==> src/hw/rtl/dsm_pkg.sv <==
`timescale 1ns / 1ps
`default_nettype none
// ----------------------------------------------------------------------------
// dsm_pkg
// Shared types, constants and helpers of the decimal schoolbook multiplier.
// ----------------------------------------------------------------------------
package dsm_pkg;

    localparam int MAX_DIGITS  = 32;
    localparam int DIG_IDX_W   = $clog2(MAX_DIGITS);
    localparam int CNT_W       = $clog2(MAX_DIGITS + 1);
    localparam int PROD_DEPTH  = 2 * MAX_DIGITS;
    localparam int PROD_ADDR_W = $clog2(PROD_DEPTH);
    localparam int STEP_W      = $clog2(PROD_DEPTH + 1);
    localparam int DIGIT_W     = 4;
    localparam int ACC_W       = 7;

    localparam logic [DIGIT_W-1:0] DIGIT_MAX = 4'd9;

    // Item kinds carried on s_tuser.
    localparam logic [1:0] KIND_FIRST  = 2'd0;
    localparam logic [1:0] KIND_SECOND = 2'd1;
    localparam logic [1:0] KIND_GO     = 2'd2;

    typedef enum logic [1:0] {
        ST_IDLE,
        ST_CALC,
        ST_EMIT
    } state_t;

    // Control broadcast to every cell of the row.
    typedef struct packed {
        logic                clear;
        logic                step;
        logic [DIGIT_W-1:0]  a_digit;
    } dsm_cell_ctrl_t;

    // Quotient by ten of a value up to 99: multiply by 205, shift by 11.
    function automatic logic [DIGIT_W-1:0] dsm_div10(input logic [ACC_W-1:0] v);
        logic [14:0] prod;
        prod = {8'd0, v} * 15'd205;
        return prod[14:11];
    endfunction

endpackage

`default_nettype wire

==> src/hw/rtl/decimal_schoolbook_multiplier_core.sv <==
`timescale 1ns / 1ps
`default_nettype none
// ----------------------------------------------------------------------------
// decimal_schoolbook_multiplier_core
// Streaming multiplier of two unsigned decimal numbers, up to 32 digits each.
// ----------------------------------------------------------------------------
// Digits of both operands arrive least significant first, one transfer each,
// and a go transfer produces the product as a stream of digits, least
// significant first, with tlast on the most significant one. A go transfer
// runs the calculation through a row of 32 digit cells that holds the second
// operand and the running sum in carry-save form; each cycle feeds one digit
// of the first operand (zeros after the last one), and the cell at the low
// end hands out one finished product digit per cycle into a 64-entry product
// RAM. The product is then read out of that RAM's single port at one digit
// per cycle while the downstream side keeps m_tready high. The input side is
// held off from the go transfer until the last digit has been read into the
// output register.
// ----------------------------------------------------------------------------
module decimal_schoolbook_multiplier_core
    import dsm_pkg::*;
(
    input  wire logic        aclk,
    input  wire logic        aresetn,
    // Input channel.
    input  wire logic        s_tvalid,
    output logic             s_tready,
    input  wire logic [7:0]  s_tdata,   // [3:0] digit_in, [7:4] zero
    input  wire logic [1:0]  s_tuser,   // [1:0] kind
    // Result channel.
    output logic             m_tvalid,
    input  wire logic        m_tready,
    output logic      [7:0]  m_tdata,   // [3:0] product_digit, [7:4] zero
    output logic             m_tlast    // last_digit
);

    state_t state_reg, state_next;

    logic [CNT_W-1:0]       n1_reg, n1_next;
    logic [CNT_W-1:0]       n2_reg, n2_next;
    logic [STEP_W-1:0]      step_reg, step_next;
    logic [STEP_W-1:0]      steps_reg, steps_next;
    logic [PROD_ADDR_W-1:0] hi_reg, hi_next;
    logic [PROD_ADDR_W-1:0] rd_addr_reg, rd_addr_next;
    logic                   m_tvalid_reg, m_tvalid_next;
    logic [DIGIT_W-1:0]     m_digit_reg;
    logic                   m_last_reg;

    logic [DIGIT_W-1:0]     a_mem [MAX_DIGITS];
    logic [DIGIT_W-1:0]     prod_mem [PROD_DEPTH];

    logic                   in_xfer;
    logic                   out_free;
    logic                   calc_run;
    logic                   emit_rd;
    logic                   calc_done;
    logic                   emit_done;
    logic [DIGIT_W-1:0]     digit_clamped;
    logic [STEP_W-1:0]      len_sum;
    logic                   load_first;
    logic                   load_second;
    logic                   go;
    dsm_cell_ctrl_t         cell_ctrl;
    logic [DIGIT_W-1:0]     d_chain [MAX_DIGITS + 1];

    assign in_xfer       = s_tvalid && s_tready;
    assign out_free      = !m_tvalid_reg || m_tready;
    assign digit_clamped = (s_tdata[3:0] > DIGIT_MAX) ? DIGIT_MAX : s_tdata[3:0];
    assign len_sum       = STEP_W'(n1_reg) + STEP_W'(n2_reg);
    assign calc_done     = (step_reg == steps_reg - STEP_W'(1));
    assign emit_done     = (rd_addr_reg == hi_reg);

    // Decode of the accepted item. A full operand drops further digits.
    always_comb begin
        load_first  = 1'b0;
        load_second = 1'b0;
        go          = 1'b0;
        case (s_tuser)
            KIND_FIRST:  load_first  = in_xfer && (n1_reg < CNT_W'(MAX_DIGITS));
            KIND_SECOND: load_second = in_xfer && (n2_reg < CNT_W'(MAX_DIGITS));
            KIND_GO:     go          = in_xfer;
            default:     go          = 1'b0;
        endcase
    end

    // Next state.
    always_comb begin
        state_next = state_reg;
        case (state_reg)
            ST_IDLE: if (go)                   state_next = ST_CALC;
            ST_CALC: if (calc_done)            state_next = ST_EMIT;
            ST_EMIT: if (out_free && emit_done) state_next = ST_IDLE;
            default:                           state_next = ST_IDLE;
        endcase
    end

    // State outputs.
    always_comb begin
        s_tready = 1'b0;
        calc_run = 1'b0;
        emit_rd  = 1'b0;
        case (state_reg)
            ST_IDLE: s_tready = 1'b1;
            ST_CALC: calc_run = 1'b1;
            ST_EMIT: emit_rd  = out_free;
            default: s_tready = 1'b0;
        endcase
    end

    // Counters and bookkeeping.
    always_comb begin
        n1_next       = n1_reg;
        n2_next       = n2_reg;
        step_next     = step_reg;
        steps_next    = steps_reg;
        hi_next       = hi_reg;
        rd_addr_next  = rd_addr_reg;
        m_tvalid_next = m_tvalid_reg;

        if (load_first) begin
            n1_next = n1_reg + CNT_W'(1);
        end
        if (load_second) begin
            n2_next = n2_reg + CNT_W'(1);
        end
        if (go) begin
            // An empty product still runs one step so that digit zero is written.
            step_next  = '0;
            steps_next = (len_sum == '0) ? STEP_W'(1) : len_sum;
            hi_next    = '0;
        end
        if (calc_run) begin
            step_next = step_reg + STEP_W'(1);
            if (d_chain[0] != '0) begin
                hi_next = step_reg[PROD_ADDR_W-1:0];
            end
            if (calc_done) begin
                n1_next      = '0;
                n2_next      = '0;
                rd_addr_next = '0;
            end
        end
        if (emit_rd) begin
            rd_addr_next  = rd_addr_reg + PROD_ADDR_W'(1);
            m_tvalid_next = 1'b1;
        end else if (m_tready) begin
            m_tvalid_next = 1'b0;
        end
    end

    always_ff @(posedge aclk) begin
        if (!aresetn) begin
            state_reg    <= ST_IDLE;
            n1_reg       <= '0;
            n2_reg       <= '0;
            step_reg     <= '0;
            steps_reg    <= STEP_W'(1);
            hi_reg       <= '0;
            rd_addr_reg  <= '0;
            m_tvalid_reg <= 1'b0;
        end else begin
            state_reg    <= state_next;
            n1_reg       <= n1_next;
            n2_reg       <= n2_next;
            step_reg     <= step_next;
            steps_reg    <= steps_next;
            hi_reg       <= hi_next;
            rd_addr_reg  <= rd_addr_next;
            m_tvalid_reg <= m_tvalid_next;
        end
    end

    // First operand digits, written at the fill count.
    always_ff @(posedge aclk) begin
        if (load_first) begin
            a_mem[n1_reg[DIG_IDX_W-1:0]] <= digit_clamped;
        end
    end

    // Product RAM: one write per calculation step, one registered read that
    // doubles as the output register and holds while the result is stalled.
    always_ff @(posedge aclk) begin
        if (calc_run) begin
            prod_mem[step_reg[PROD_ADDR_W-1:0]] <= d_chain[0];
        end
        if (emit_rd) begin
            m_digit_reg <= prod_mem[rd_addr_reg];
            m_last_reg  <= emit_done;
        end
    end

    // The first operand is fed one digit per step, then zeros flush the row.
    always_comb begin
        cell_ctrl.clear   = go;
        cell_ctrl.step    = calc_run;
        cell_ctrl.a_digit = (step_reg < STEP_W'(n1_reg)) ?
                            a_mem[step_reg[DIG_IDX_W-1:0]] : '0;
    end

    // Nothing enters the top of the row.
    assign d_chain[MAX_DIGITS] = '0;

    for (genvar j = 0; j < MAX_DIGITS; j++) begin : g_cell
        dsm_cell u_cell (
            .aclk     (aclk),
            .ctrl     (cell_ctrl),
            .b_we     (load_second && (n2_reg[DIG_IDX_W-1:0] == DIG_IDX_W'(j))),
            .b_wdata  (digit_clamped),
            .b_active (CNT_W'(j) < n2_reg),
            .d_in     (d_chain[j + 1]),
            .d_out    (d_chain[j])
        );
    end

    assign m_tvalid = m_tvalid_reg;
    assign m_tdata  = {4'd0, m_digit_reg};
    assign m_tlast  = m_last_reg;

    // A go transfer starts the calculation from step zero.
    a_go_starts: assert property (@(posedge aclk) disable iff (!aresetn)
        go |=> (state_reg == ST_CALC) && (step_reg == '0))
        else $error("go transfer did not start the calculation");

    // The step counter never runs past the product length.
    a_step_range: assert property (@(posedge aclk) disable iff (!aresetn)
        (state_reg == ST_CALC) |-> (step_reg < steps_reg))
        else $error("calculation step beyond product length");

    // Readout never passes the most significant digit.
    a_rd_range: assert property (@(posedge aclk) disable iff (!aresetn)
        (state_reg == ST_EMIT) |-> (rd_addr_reg <= hi_reg))
        else $error("product readout past the top digit");

    // A stalled digit holds its value until it is taken.
    a_stall_hold: assert property (@(posedge aclk) disable iff (!aresetn)
        (m_tvalid && !m_tready) |=> m_tvalid && $stable(m_tdata) && $stable(m_tlast))
        else $error("stalled product digit changed");

    // Operand fill counts stay within the digit capacity.
    a_cnt_range: assert property (@(posedge aclk) disable iff (!aresetn)
        (n1_reg <= CNT_W'(MAX_DIGITS)) && (n2_reg <= CNT_W'(MAX_DIGITS)))
        else $error("operand count beyond capacity");

endmodule

`default_nettype wire

==> src/hw/rtl/dsm_cell.sv <==
`timescale 1ns / 1ps
`default_nettype none
// ----------------------------------------------------------------------------
// dsm_cell
// One digit position of the carry-save accumulator row.
// ----------------------------------------------------------------------------
module dsm_cell
    import dsm_pkg::*;
(
    input  wire logic                aclk,
    input  wire dsm_cell_ctrl_t      ctrl,
    input  wire logic                b_we,
    input  wire logic [DIGIT_W-1:0]  b_wdata,
    input  wire logic                b_active,
    input  wire logic [DIGIT_W-1:0]  d_in,
    output logic      [DIGIT_W-1:0]  d_out
);

    logic [DIGIT_W-1:0] b_reg;
    logic [DIGIT_W-1:0] s_reg;
    logic [DIGIT_W-1:0] c_reg;
    logic [DIGIT_W-1:0] c_next;
    logic [DIGIT_W-1:0] b_eff;
    logic [7:0]         mul;
    logic [ACC_W-1:0]   v;

    // Position value: sum digit plus the carry held here plus this row's partial
    // product. The digit moves one position down, the carry stays here.
    always_comb begin
        b_eff  = b_active ? b_reg : '0;
        mul    = {4'd0, ctrl.a_digit} * {4'd0, b_eff};
        v      = {3'd0, s_reg} + {3'd0, c_reg} + mul[ACC_W-1:0];
        c_next = dsm_div10(v);
        d_out  = DIGIT_W'(v - ACC_W'(c_next) * ACC_W'(10));
    end

    always_ff @(posedge aclk) begin
        if (b_we) begin
            b_reg <= b_wdata;
        end
        if (ctrl.clear) begin
            s_reg <= '0;
            c_reg <= '0;
        end else if (ctrl.step) begin
            s_reg <= d_in;
            c_reg <= c_next;
        end
    end

endmodule

`default_nettype wire

==> config.mk <==
export PLATFORM = sky130hd
export DESIGN_NAME = decimal_schoolbook_multiplier_core
export DESIGN_NICKNAME = d
export VERILOG_FILES = /design/src/hw/rtl/dsm_pkg.sv /design/src/hw/rtl/decimal_schoolbook_multiplier_core.sv /design/src/hw/rtl/dsm_cell.sv
export SDC_FILE = /design/constraint.sdc
export NUM_CORES = 2
export LEC_CHECK = 0
export BUFFER_PORTS_ARGS = -buffer_cell sky130_fd_sc_hd__buf_2
export CORE_MARGIN = 5
export CORE_UTILIZATION = 60
export CTS_BUF_LIST = sky130_fd_sc_hd__clkbuf_16
export CTS_CLUSTER_SIZE = 30
export DETAILED_ROUTE_END_ITERATION = 10
export HOLD_SLACK_MARGIN = 0.05
export PLACE_DENSITY_LB_ADDON = 0.12
export SETUP_SLACK_MARGIN = 0.3
export SYNTH_ARGS = -nofsm -noshare
export SYNTH_HDL_FRONTEND = slang
export SYNTH_SLANG_ARGS = --single-unit
==> constraint.sdc <==
create_clock -name aclk -period 11.3 [get_ports aclk]
set_input_delay 1.13 -clock aclk [delete_from_list [all_inputs] [get_ports aclk]]
set_output_delay 1.13 -clock aclk [all_outputs]
set_load 0.1 [all_outputs]
==> run metrics <==
CTS root buf=clkbuf_16; Overflow after GRT=0; max FFs per register=~260; crit path launch=step_reg[2]; boundary pin count=25; WP data required=roughly 12 ns; DP Cell Count=8555; status=completed; clock skew=0.0583 ns; total CTS buffers=89; met2 wire len=82600 um; number of synthesis warnings=0; Die H=367 um; Post-synth EDFFs=517; mux cell area share after synthesis=3.69%; PwrDens=~95 nW/um^2; Total Routing Usage GR=25.5%; number of global-route vias before repair=52600; HPWL Detailed=123000 um; Pleak=42.5 nW; initial drt markers=3084; Setup crit start kind=register; HP Start=g_cell[8].u_cell.c_reg[3]; first-pass GRT wire length=278000 um; Synth Area in Compound Gates=6.26%; register-to-register setup slack=0.96 ns; fmax=roughly 0.097 GHz; RSZ-0062 raised after global routing=false; CTS tree=yes; Bufs on Longest Clock Path=3; Reg-to-Reg Start=step_reg[2]; Area Overhead vs Synth=6.40%; hold_buf cts=0; FF-to-FF End=g_cell[30].u_cell.s_reg[3]; CTS sink count=815; total core area=between 100000 and 150000 um^2; Hold Path Class=register to register; Clk Latency, worst-skew pair=0.72 ns; routed vias/inst=5.71; main flop type after synthesis=edfxtp_1; number of synthesized register bits=815; Max Cap Viol=0; Setup Total Neg Slack=0 ns; Slew @ Worst Pin=around 1.3 ns; total number of vias=49800; ys async rst share=0%; # fillers=10000; Port Buffers=16; DR top layer=met4; sequential fraction of the synthesis area=~28%; Slew Limit Fails=0; syn_area_per_cell=~11 um^2; peak supply drop=between 100 and 150 uV; setup bufs post-CTS=0; Post-Synth Adder-Cell Area=just over 40%; crit-path leading delay family=adder cells; fin crit share=91.5%; H-Tree Depth=3; Register Area=roughly 21000 um^2; stages on the worst setup path=35; die area=135000 um^2; largest family of logic cells by synthesized area=adder cells; crit path max fanout=55; M1 WL=72600 um; Yosys cell types=62; total chip power=between 7 and 8 mW; cell area after synthesis=between 70000 and 80000 um^2; Setup crit end=g_cell[30].u_cell.s_reg[3]; met3 wire length=slightly above 9000 um; Initial DRT Pass Iterations=6; fin nets=9148; Reg2Reg Depth=35; largest net degree at the start of global routing=165; layout cells sized above 1=under 10%; initial antenna violation count=1; Initial Utilization=60.2%; CP arrival=10.85 ns; slowest stage delay, CP=0.82 ns; ANT nets after route=0; Worst-path clk slew=0.06 ns; Worst setup EP type=register; PostCTS Resize Cnt=0; final hold viol count=0; DR DRC count=0; Die X=367 um; RePlAce Congestion=0.841; CP max-delay cell=buf_4; Post-Synth Simple-Gate Area=under 10%; Layout Cells excl Fill=just under 9000; area of the multi-input gates=49900 um^2; synthesized netlist cell count=7055; drt total wl=169000 um; max_slew headroom=between 15 and 20%; XOR/XNOR Fraction of Synth Area=5.40%; crit path kind=register to register; minimum clock period=10.34 ns; site row count=131; WL per Instance=19.3 um; worst path buffer plus inverter count=4; Setup violations, final=0
## per-stage QoR
step | utilization [%] | worst slack, ns | cell area (um^2) | hold slack [ns]
after floorplan | - | 0.340 | 76600 | 0.425
after global placement | 61.5 | 1.12 | 78300 | 0.437
after detailed placement | 61.5 | 1.01 | 78300 | 0.442
after CTS | 64.1 | 0.938 | 81500 | 0.456
after global routing | 64.1 | 0.383 | 81500 | 0.478
final | 64.1 | 0.957 | 81500 | 0.451
## layer usage
metal	GRT usage [%]	vias up
li1	-	23800
met1	34.1	24600
met2	44.9	1179
met3	3.01	236
met4	5.75	0
met5	0	-
## synthesized netlist by cell type (4+ instances only)
master,count,share of area (%)
a211oi_1,5,0.049
buf_1,17,0.083
a31oi_1,23,0.19
a22o_1,53,0.61
o2bb2ai_1,9,0.10
buf_2,33,0.22
nand4_1,5,0.041
o21bai_1,22,0.22
nand3b_1,5,0.049
fa_1,636,17
a41o_1,31,0.41
a21boi_0,6,0.059
nand2b_1,16,0.13
clkbuf_1,147,0.72
a31o_2,38,0.43
nor2b_1,4,0.033
nor4_1,4,0.033
edfxtp_1,517,20
xnor2_1,336,3.8
or3_1,6,0.049
or3b_2,4,0.046
nand4b_1,4,0.046
a21o_1,107,1.0
nor2_1,388,1.9
xor2_1,136,1.6
ha_1,1514,25
o31ai_1,10,0.098
o211ai_1,7,0.069
nand2_1,364,1.8
inv_1,1141,5.6
mux4_2,124,3.6
o21ai_0,181,1.2
or2_2,42,0.34
nor3_1,10,0.065
a21oi_1,190,1.2
o2111ai_1,14,0.16
dfxtp_1,298,7.8
and2_1,32,0.26
buf_4,13,0.13
and3_1,71,0.58
o211a_1,4,0.052
buf_6,15,0.22
a22oi_1,6,0.059
a311oi_1,12,0.14
nand3_1,428,2.8
## layout make-up
cell class	count	area share [%]
multi-input combinational	4877	61.2
sequential	815	26.4
inverter	1141	5.26
clock buffer	89	2.73
tap	1662	2.55
clock inverter	79	1.22
timing repair buffer	60	0.614
antenna	1	0.00307
## cell families (layout without fill, tap and decap cells)
group / after synthesis / in the layout
muxes: 127 / 127
other: 1 / 5
AOI/OAI and AO/OA: 732 / 732
adders and majority gates: 2150 / 2150
buffers and inverters: 1366 / 1369
xor gates and xnor gates: 472 / 472
and+or+nand+nor: 1392 / 1392
DFF: 815 / 815
## how the worst min path moves through the flow
stage          cells after the start  slack (ns)                         end
2_1_floorplan                      2        0.43  g_cell[10].u_cell.c_reg[3]
3_3_place_gp                       2        0.44  g_cell[14].u_cell.c_reg[3]
3_5_place_dp                       2        0.44   g_cell[8].u_cell.c_reg[3]
4_1_cts                            2        0.46   g_cell[8].u_cell.c_reg[3]
5_1_grt                            2        0.48   g_cell[2].u_cell.c_reg[3]
6_report                           2        0.45   g_cell[8].u_cell.c_reg[3]
## layout by cell type (no fill, tap or decap), types with 31 or more instances in the layout
cell          n
dfxtp_1     295
nor2_1      387
or2_2        42
edfxtp_1    517
a21oi_1     187
mux4_2      124
ha_1       1514
a22o_1       53
xor2_1      136
a31o_2       38
buf_4        38
nand3_1     428
a41o_1       31
nand2_1     364
clkbuf_16    89
fa_1        635
and2_1       32
xnor2_1     335
inv_1      1150
and3_1       71
a21o_1      103
o21ai_0     179
## report_power, final
part	total (mW)	internal (mW)	leakage, nW	switching [mW]
logic	1.23	0.442	33.8	0.783
clock network	3.19	1.86	1.58	1.34
registers	3.28	3.24	7.11	0.0355
## worst reg2reg max path, delay by kind of cell, from the launching register on
family / cells / cell delay [ns]
fa+ha+maj: 12 / 4.72
xor+xnor: 6 / 1.16
compound gates: 11 / 1.99
simple gates: 2 / 0.56
flops: 1 / 0.73
buf+inv: 4 / 0.97
Power figures use the tool's default switching activity.
